<file path="config.mk">
export PLATFORM = sky130hd
export DESIGN_NAME = ntp_reply_check_offset_delay
export DESIGN_NICKNAME = d
export VERILOG_FILES = /design/src/rtl/ntprc_pkg.sv /design/src/rtl/ntp_reply_check_offset_delay.sv
export SDC_FILE = /design/constraint.sdc
export NUM_CORES = 2
export LEC_CHECK = 0
export ABC_AREA = 1
export ABC_CLOCK_PERIOD_IN_PS = 14000
export BUFFER_PORTS_ARGS = -buffer_cell sky130_fd_sc_hd__buf_2
export CAP_MARGIN = 0
export CORE_MARGIN = 4
export CORE_UTILIZATION = 60
export CTS_CLUSTER_DIAMETER = 120
export DETAILED_ROUTE_END_ITERATION = 7
export PLACE_DENSITY = 0.81
export RECOVER_POWER = 25
export SLEW_MARGIN = 5
export SYNTH_ARGS = -nofsm -noshare
export SYNTH_HDL_FRONTEND = slang
export SYNTH_SLANG_ARGS = --single-unit
</file>
<file path="constraint.sdc">
create_clock -name clk -period 14 [get_ports clk]
set_input_delay 1.4 -clock clk [delete_from_list [all_inputs] [get_ports clk]]
set_output_delay 1.4 -clock clk [all_outputs]
set_load 0.01 [all_outputs]
</file>
<file path="src/rtl/ntprc_pkg.sv">
// Shared types, field layout and constants for the NTP reply checker.
`default_nettype none

package ntprc_pkg;

  // Samples counted per round before the success count saturates.
  localparam int unsigned ROUND_LIMIT = 8;
  localparam int unsigned CNT_W       = 4;

  localparam int unsigned TS_W   = 64;
  localparam int unsigned DLY_W  = 63;
  localparam int unsigned CFG_W  = 8;
  localparam int unsigned IDX_W  = 1;

  // Input item layout in in_tdata, lowest bit first.
  localparam int unsigned I_MODE_LO  = 0;
  localparam int unsigned I_STRAT_LO = 8;
  localparam int unsigned I_ECHO_LO  = 16;
  localparam int unsigned I_T1_LO    = 48;
  localparam int unsigned I_T2_LO    = 112;
  localparam int unsigned I_T3_LO    = 176;
  localparam int unsigned I_T4_LO    = 240;
  localparam int unsigned I_ELAP_LO  = 304;
  localparam int unsigned I_USED_W   = 367;
  localparam int unsigned IN_DATA_W  = 368;
  localparam int unsigned IN_USER_W  = 2;

  // Result item layout in out_tdata, lowest bit first.
  localparam int unsigned O_USED_W   = 323;
  localparam int unsigned OUT_DATA_W = 328;
  localparam int unsigned OUT_USER_W = 4;

  // Mode byte fields.
  localparam logic [1:0] LEAP_UNSYNC = 2'd3;
  localparam logic [2:0] MODE_SERVER = 3'd4;
  localparam logic [2:0] MODE_BCAST  = 3'd5;

  localparam logic [CFG_W-1:0] STRATUM_LIMIT_RST = 8'd15;
  localparam logic [CFG_W-1:0] SKEW_LIMIT_RST    = 8'd1;

  typedef enum logic [IDX_W-1:0] {
    REG_STRATUM_LIMIT = 1'b0,
    REG_ORIGIN_SKEW   = 1'b1
  } cfg_reg_t;

  typedef enum logic [1:0] {
    RX_OK      = 2'd0,
    RX_TIMEOUT = 2'd1,
    RX_SHORT   = 2'd2,
    RX_UNUSED  = 2'd3
  } rx_status_t;

  typedef enum logic [3:0] {
    ST_OK        = 4'd0,
    ST_TIMEOUT   = 4'd1,
    ST_SHORT     = 4'd2,
    ST_UNSYNCED  = 4'd3,
    ST_VERSION   = 4'd4,
    ST_MODE      = 4'd5,
    ST_KOD       = 4'd6,
    ST_STRATUM   = 4'd7,
    ST_ORIGIN    = 4'd8,
    ST_ZERO_XMIT = 4'd9
  } sample_status_t;

endpackage

`default_nettype wire

</file>
<file path="src/rtl/ntp_reply_check_offset_delay.sv">
// NTP reply checker: header checks, on-wire offset and delay, min-delay round filter.
// Items pass through the input register, then the result register.
// Throughput: one item per cycle unless out_tready stalls the result register; the compute path
// is a 64-bit subtract, then a 66-bit subtract and clamp for the delay, a 65-bit add for the
// offset, then a 64-bit add and a 63-bit compare for the filter.
// Reset (rst_n low, synchronous) empties both stages, clears the round state and sets
// stratum_limit to 15 and origin_skew_limit to 1. No clearing pass; the block is ready at once.
`default_nettype none

module ntp_reply_check_offset_delay (
  input  wire logic                               clk,
  input  wire logic                               rst_n,
  // Configuration write port.
  input  wire logic                               cfg_we,
  input  wire logic [ntprc_pkg::IDX_W-1:0]        cfg_index,
  input  wire logic [ntprc_pkg::CFG_W-1:0]        cfg_data,
  // Input items.
  input  wire logic                               in_tvalid,
  output      logic                               in_tready,
  // in_tdata, low to high: mode_byte[7:0], stratum[15:8], echoed_origin_seconds[47:16],
  // request_time[111:48], server_receive_time[175:112], server_transmit_time[239:176],
  // reply_time[303:240], elapsed_monotonic[366:304], zero pad[367].
  input  wire logic [ntprc_pkg::IN_DATA_W-1:0]    in_tdata,
  // in_tuser: receive_status[1:0].
  input  wire logic [ntprc_pkg::IN_USER_W-1:0]    in_tuser,
  input  wire logic                               in_tlast,
  // Result items.
  output      logic                               out_tvalid,
  input  wire logic                               out_tready,
  // out_tdata, low to high: sample_delay[62:0], sample_offset[126:63], round_ok[127],
  // best_delay[190:128], best_offset[254:191], best_corrected_time[318:255],
  // valid_total[322:319], zero pad[327:323].
  output      logic [ntprc_pkg::OUT_DATA_W-1:0]   out_tdata,
  // out_tuser: sample_status[3:0].
  output      logic [ntprc_pkg::OUT_USER_W-1:0]   out_tuser,
  // out_tlast: round_done.
  output      logic                               out_tlast
);

  import ntprc_pkg::*;

  localparam logic [DLY_W-1:0] DLY_MAX = {DLY_W{1'b1}};

  // Configuration registers.
  logic [CFG_W-1:0] stratum_limit_r;
  logic [CFG_W-1:0] skew_limit_r;

  // Input stage.
  logic                  s1_valid_r;
  logic [I_USED_W-1:0]   s1_data_r;
  logic [IN_USER_W-1:0]  s1_user_r;
  logic                  s1_last_r;

  // Result stage.
  logic                  out_valid_r;
  logic [OUT_DATA_W-1:0] out_data_r;
  logic [OUT_USER_W-1:0] out_user_r;
  logic                  out_last_r;

  // Round state.
  logic             best_valid_r, best_valid_nxt;
  logic [DLY_W-1:0] best_delay_r, best_delay_nxt;
  logic [TS_W-1:0]  best_offset_r, best_offset_nxt;
  logic [TS_W-1:0]  best_corr_r, best_corr_nxt;
  logic [CNT_W-1:0] valid_count_r, valid_count_nxt;

  logic in_fire;
  logic s1_adv;

  // Fields of the item in the input stage.
  logic [7:0]       mode_byte;
  logic [7:0]       stratum;
  logic [31:0]      echoed;
  logic [TS_W-1:0]  t1, t2, t3, t4;
  logic [DLY_W-1:0] elapsed;
  logic [1:0]       leap;
  logic [2:0]       version;
  logic [2:0]       mode;
  logic [31:0]      skew;

  sample_status_t   status;
  logic             sample_ok;

  logic [TS_W-1:0]  srv_hold;
  logic [TS_W-1:0]  diff_a, diff_b;
  logic [TS_W+1:0]  delay_wide;
  logic [DLY_W-1:0] delay_clamped;
  logic [TS_W:0]    offset_sum;
  logic [TS_W-1:0]  offset_val;
  logic [TS_W-1:0]  corr_val;
  logic             take_best;

  logic [DLY_W-1:0] o_delay;
  logic [TS_W-1:0]  o_offset;
  logic             o_round_ok;
  logic [DLY_W-1:0] o_best_delay;
  logic [TS_W-1:0]  o_best_offset;
  logic [TS_W-1:0]  o_best_corr;
  logic [CNT_W-1:0] o_count;

  // Handshake. The input stage moves on whenever the result register is empty or being
  // drained, so a new item can enter in the same cycle the previous one leaves.
  assign s1_adv    = s1_valid_r && (!out_valid_r || out_tready);
  assign in_tready = !s1_valid_r || s1_adv;
  assign in_fire   = in_tvalid && in_tready;

  assign out_tvalid = out_valid_r;
  assign out_tdata  = out_data_r;
  assign out_tuser  = out_user_r;
  assign out_tlast  = out_last_r;

  // The user must make configuration writes only while the block is idle; the block does not enforce it.
  always_ff @(posedge clk) begin
    if (!rst_n) begin
      stratum_limit_r <= STRATUM_LIMIT_RST;
      skew_limit_r    <= SKEW_LIMIT_RST;
    end else if (cfg_we) begin
      case (cfg_reg_t'(cfg_index))
        REG_STRATUM_LIMIT: stratum_limit_r <= cfg_data;
        REG_ORIGIN_SKEW:   skew_limit_r    <= cfg_data;
        default: ;
      endcase
    end
  end

  // Input register.
  always_ff @(posedge clk) begin
    if (!rst_n) begin
      s1_valid_r <= 1'b0;
    end else if (in_fire) begin
      s1_valid_r <= 1'b1;
    end else if (s1_adv) begin
      s1_valid_r <= 1'b0;
    end
  end

  always_ff @(posedge clk) begin
    if (in_fire) begin
      s1_data_r <= in_tdata[I_USED_W-1:0];
      s1_user_r <= in_tuser;
      s1_last_r <= in_tlast;
    end
  end

  // Unpack the held item.
  assign mode_byte = s1_data_r[I_MODE_LO  +: 8];
  assign stratum   = s1_data_r[I_STRAT_LO +: 8];
  assign echoed    = s1_data_r[I_ECHO_LO  +: 32];
  assign t1        = s1_data_r[I_T1_LO    +: TS_W];
  assign t2        = s1_data_r[I_T2_LO    +: TS_W];
  assign t3        = s1_data_r[I_T3_LO    +: TS_W];
  assign t4        = s1_data_r[I_T4_LO    +: TS_W];
  assign elapsed   = s1_data_r[I_ELAP_LO  +: DLY_W];

  assign leap    = mode_byte[7:6];
  assign version = mode_byte[5:3];
  assign mode    = mode_byte[2:0];

  // Distance between the seconds we sent and the seconds the server echoed back.
  assign skew = (echoed > t1[63:32]) ? (echoed - t1[63:32]) : (t1[63:32] - echoed);

  // Checks in priority order; the first failing one sets the status. The unused receive
  // code counts as a timeout.
  always_comb begin
    status = ST_OK;
    case (rx_status_t'(s1_user_r))
      RX_TIMEOUT, RX_UNUSED: status = ST_TIMEOUT;
      RX_SHORT:              status = ST_SHORT;
      RX_OK: begin
        if (leap == LEAP_UNSYNC) begin
          status = ST_UNSYNCED;
        end else if (!(version inside {3'd3, 3'd4})) begin
          status = ST_VERSION;
        end else if (mode != MODE_SERVER && mode != MODE_BCAST) begin
          status = ST_MODE;
        end else if (stratum == 8'd0) begin
          status = ST_KOD;
        end else if (stratum > stratum_limit_r) begin
          status = ST_STRATUM;
        end else if (skew > {24'd0, skew_limit_r}) begin
          status = ST_ORIGIN;
        end else if (t3[63:32] == 32'd0) begin
          status = ST_ZERO_XMIT;
        end else begin
          status = ST_OK;
        end
      end
      default: status = ST_TIMEOUT;
    endcase
  end

  assign sample_ok = (status == ST_OK);

  // On-wire arithmetic. All timestamp differences wrap modulo 2^64 and are read as signed,
  // which keeps the result correct across NTP era rollovers.
  assign srv_hold = t3 - t2;
  assign diff_a   = t2 - t1;
  assign diff_b   = t3 - t4;

  // Delay is elapsed minus the server hold time. In 66 bits this cannot overflow, so the
  // sign bit catches a negative delay and bits 64:63 catch a saturating one.
  assign delay_wide = {3'b000, elapsed} - {{2{srv_hold[TS_W-1]}}, srv_hold};

  always_comb begin
    if (delay_wide[TS_W+1]) begin
      delay_clamped = '0;
    end else if (|delay_wide[TS_W:DLY_W]) begin
      delay_clamped = DLY_MAX;
    end else begin
      delay_clamped = delay_wide[DLY_W-1:0];
    end
  end

  // Offset is the 65-bit signed sum halved with rounding toward minus infinity; the
  // halved value always fits in 64 bits.
  assign offset_sum = {diff_a[TS_W-1], diff_a} + {diff_b[TS_W-1], diff_b};
  assign offset_val = offset_sum[TS_W:1];
  assign corr_val   = t4 + offset_val;

  // Minimum-delay filter: a strictly smaller delay replaces the kept sample, so the first
  // of equal delays wins.
  assign take_best = sample_ok && (!best_valid_r || (delay_clamped < best_delay_r));

  always_comb begin
    best_valid_nxt  = best_valid_r;
    best_delay_nxt  = best_delay_r;
    best_offset_nxt = best_offset_r;
    best_corr_nxt   = best_corr_r;
    valid_count_nxt = valid_count_r;
    if (take_best) begin
      best_valid_nxt  = 1'b1;
      best_delay_nxt  = delay_clamped;
      best_offset_nxt = offset_val;
      best_corr_nxt   = corr_val;
    end
    if (sample_ok && (valid_count_r < CNT_W'(ROUND_LIMIT))) begin
      valid_count_nxt = valid_count_r + CNT_W'(1);
    end
  end

  // Per-sample fields are zero for a rejected reply. Round fields show the kept sample,
  // including this one, only on the item that closes the round; an empty round reads zero.
  assign o_delay       = sample_ok ? delay_clamped : '0;
  assign o_offset      = sample_ok ? offset_val : '0;
  assign o_round_ok    = s1_last_r && best_valid_nxt;
  assign o_best_delay  = o_round_ok ? best_delay_nxt : '0;
  assign o_best_offset = o_round_ok ? best_offset_nxt : '0;
  assign o_best_corr   = o_round_ok ? best_corr_nxt : '0;
  assign o_count       = s1_last_r ? valid_count_nxt : '0;

  // Round state follows the items that reach the result register; closing a round clears it.
  always_ff @(posedge clk) begin
    if (!rst_n) begin
      best_valid_r  <= 1'b0;
      valid_count_r <= '0;
    end else if (s1_adv) begin
      best_valid_r  <= s1_last_r ? 1'b0 : best_valid_nxt;
      valid_count_r <= s1_last_r ? '0 : valid_count_nxt;
    end
  end

  // The kept values are only read while best_valid_r is set.
  always_ff @(posedge clk) begin
    if (s1_adv) begin
      best_delay_r  <= best_delay_nxt;
      best_offset_r <= best_offset_nxt;
      best_corr_r   <= best_corr_nxt;
    end
  end

  // Result register.
  always_ff @(posedge clk) begin
    if (!rst_n) begin
      out_valid_r <= 1'b0;
    end else if (s1_adv) begin
      out_valid_r <= 1'b1;
    end else if (out_tready) begin
      out_valid_r <= 1'b0;
    end
  end

  always_ff @(posedge clk) begin
    if (s1_adv) begin
      out_data_r <= {(OUT_DATA_W - O_USED_W)'(0), o_count, o_best_corr, o_best_offset,
                     o_best_delay, o_round_ok, o_offset, o_delay};
      out_user_r <= status;
      out_last_r <= s1_last_r;
    end
  end

endmodule

`default_nettype wire
</file>
==> results.json <==
{
  "reg2reg_to": "best_corr_r[1]",
  "cp_num_buf_inv": 6,
  "drt.antenna.violating_nets": 0,
  "post_cts_buffers": 0,
  "fin_crit_sh": 0.853,
  "clk_latency_ps": 720,
  "syn_inst": 7479,
  "synth_edf_count": 888,
  "die_h_um": 330,
  "max_freq_mhz": 83.7,
  "reg2reg_slack_ps": 2060,
  "cp_max_fo": 102,
  "hold_path_depth": 2,
  "maxCapViolations": 2,
  "dr_total_vias": 57600,
  "cts_resized": 0,
  "p_leak_nw": 33.1,
  "grt_util_met1": 0.529,
  "antenna_found_initial": 62,
  "timing.rr.start": "s1_data_r[178]",
  "htree_levels": 3,
  "crit_slowest_cell": "nand2_8",
  "numClockSinks": 911,
  "setup-violations-final": 0,
  "drt_iter0_drc": 7555,
  "num-fill-cells": 8084,
  "wl_per_cell_um": 23.2,
  "setup_tns_ps": 0,
  "crit_top_cell": "nand2_1",
  "synth_area_per_cell_um2": 8.32,
  "async_flop_share": 0,
  "yosysTopAreaCell": "edfxtp_1",
  "hp-start": "skew_limit_r[6]",
  "drt-vias-per-instance": 5.94,
  "globalRoute.busiestLayer": "met2",
  "start_kind": "flip-flop",
  "clock_path_buffers": 3,
  "syn_area_um2": 62200,
  "hold_viol_final": 0,
  "slew_headroom": -3.17,
  "cts_tree": "yes",
  "critPathMaxStageDelay_ps": 590,
  "crit_arrival_ps": 12400,
  "track_usage": 0.400,
  "rows": 117,
  "outcome": "finished, violations left",
  "worst_pin_slew_ps": 6260,
  "root_buffer": "clkbuf_16",
  "cts_buffers": 94,
  "slew_violations": 252,
  "boundaryPins": 720,
  "postLayoutCoreUtil": 0.685,
  "worstHoldEndpoint": "skew_limit_r[6]",
  "seq_area_frac_synth": 0.436,
  "drive_gt1_frac": 0.103,
  "cp_top_family": "simple AND/OR/NAND/NOR gates",
  "peakVddDrop_uv": 145,
  "grt_pass1_wl_mm": 327,
  "drc": 0,
  "yosysWarnings": 0,
  "final_common_cell": "nand2_1",
  "hp-class": "reg2reg",
  "ys_seq_elements": 911,
  "skew_ps": 44.7,
  "dieWidth_um": 330,
  "rsz0062_at_grt": "false",
  "fin_crit_ps": 11940,
  "synth_flop_cell": "edfxtp_1",
  "use_met2": 0.609,
  "grt_max_degree": 181,
  "path_class": "reg2reg",
  "synthDistinctLibCells": 67,
  "core_area_um2": 102000,
  "required_ps": 14450,
  "synth_top_area_frac": 0.428,
  "place_congestion": 1.07,
  "routed_wl_mm": 225,
  "synth_top_cells_by_area": "edfxtp_1 (43%), ha_1 (10%), nand2_1 (9.5%)",
  "path_clk_slew_ps": 70,
  "holdBufCountCts": 0,
  "grt_pass1_vias": 54300,
  "power_density_nw_per_um2": 170,
  "areaGrowthSynthToFinish_pct": 12.7,
  "layout.nets": 9109,
  "dieArea_um2": 109000,
  "final_cell_mix": "nand2_1 (1574), inv_1 (1274), edfxtp_1 (888)",
  "firstDrtPassIters": 8,
  "grtUsageMet3": 0.111,
  "r2r_cells": 50,
  "end_kind": "flip-flop",
  "violations": "max-capacitance violations, max-slew violations",
  "place.detailed.hpwl_mm": 180,
  "globalRoute.totalOverflow": 0,
  "start_util": 0.608,
  "numPortBuffers": 712,
  "critPathLaunch": "s1_data_r[178]"
}
sequential cells by signal, indices dropped and copies added (netlist names):
signal,count
s1_data_r,366
out_tdata,323
best_corr_r,64
best_offset_r,64
best_delay_r,63
skew_limit_r,8
stratum_limit_r,8
out_tuser,4
valid_count_r,4
s1_user_r,2
best_valid_r,1
out_tlast,1
out_tvalid,1
s1_last_r,1
s1_valid_r,1
worst reg2reg max path, delay by kind of cell (launching register included):
kind            cells  cell delay [ps]
compound gates     12             2930
xor+xnor            1              190
fa+ha+maj           3             1070
buf+inv             6             1920
flops               1              420
simple gates       28             5120
power breakdown:
group / switching, W / total, W / internal, W
combinational: 0.00410 / 0.00592 / 0.00182
clock: 0.00113 / 0.00259 / 0.00145
sequential: 0.000120 / 0.00342 / 0.00330
cell families (layout without fill, tap and decap cells):
kind of cell	count (synthesis)	count (layout)	synth area share
compound gates	1515	1515	0.136
fa+ha+maj	528	528	0.107
xor+xnor	370	370	0.0521
buf+inv	1413	2206	0.0905
mux	1	1	0.000161
simple gates	2740	2740	0.178
other cells	1	62	0.0000602
flops	911	911	0.436
cell usage after synthesis (4+ instances only):
library cell,n
o21bai_1,35
nor3_1,50
a211oi_1,13
nand2_1,1575
o221ai_1,13
o221a_2,4
inv_1,1276
fa_1,8
o2111ai_1,4
and2_1,4
inv_2,15
a31oi_1,126
o21ai_1,73
xor2_1,246
or2_2,18
edfxtp_1,888
a21oi_1,747
o21ai_2,10
ha_1,520
a2111oi_0,4
nand2_2,13
nand3b_1,7
a221oi_1,6
dfxtp_1,23
clkbuf_1,28
buf_2,44
nor2_1,713
o21a_1,41
o21ai_0,317
buf_4,21
o211ai_1,18
nor4_1,26
a21boi_0,32
o31ai_1,14
xnor2_1,124
o311ai_0,6
nand3_1,266
a21o_1,42
buf_6,23
nand4_1,48
layout make-up:
type / count / area (µm²) / area share
clock buffer: 112 / 2460 / 0.0351
antenna: 57 / 143 / 0.00203
clock inverter: 64 / 667 / 0.00951
sequential: 911 / 27100 / 0.387
inverter: 1293 / 4860 / 0.0693
timing repair buffer: 737 / 3640 / 0.0519
multi-input combinational: 5159 / 29500 / 0.421
tap: 1368 / 1710 / 0.0244
worst max-delay path by stage:
stage                                 to  slack (ps)  cells past startpoint
after floorplan           best_corr_r[0]        1520                      4
after global placement    out_tdata[174]        2590                     51
after detailed placement  out_tdata[260]        2420                     50
after CTS                 out_tdata[171]        2230                     50
after global routing      out_tdata[171]        1000                     50
final                     best_corr_r[1]        2060                     50
metrics by stage:
| stage | area (µm²) | hold slack, ps | power, W | std cells | setup WS [ps] |
|---|---|---|---|---|---|
| finish | 70100 | 466 | 0.0119 | 9701 | 2060 |
| CTS | 70100 | 469 | 0.0117 | 9644 | 2230 |
| detailed placement | 67000 | 459 | 0.00909 | 9468 | 2420 |
| global placement | 67000 | 452 | 0.00897 | 9468 | 2590 |
| global route | 70100 | 481 | 0.0125 | 9679 | 1000 |
| floorplan | 62300 | 435 | 0.00731 | 7483 | 1520 |
layer usage:
| metal | vias up | routed length, µm | part of all wire |
|---|---|---|---|
| li1 | 26500 | - | - |
| met1 | 26800 | 87300 | 0.39 |
| met2 | 3612 | 97200 | 0.43 |
| met3 | 693 | 27900 | 0.12 |
| met4 | 16 | 13000 | 0.058 |
| met5 | - | 104 | 0.00046 |
(Power assumes the default switching activity.)
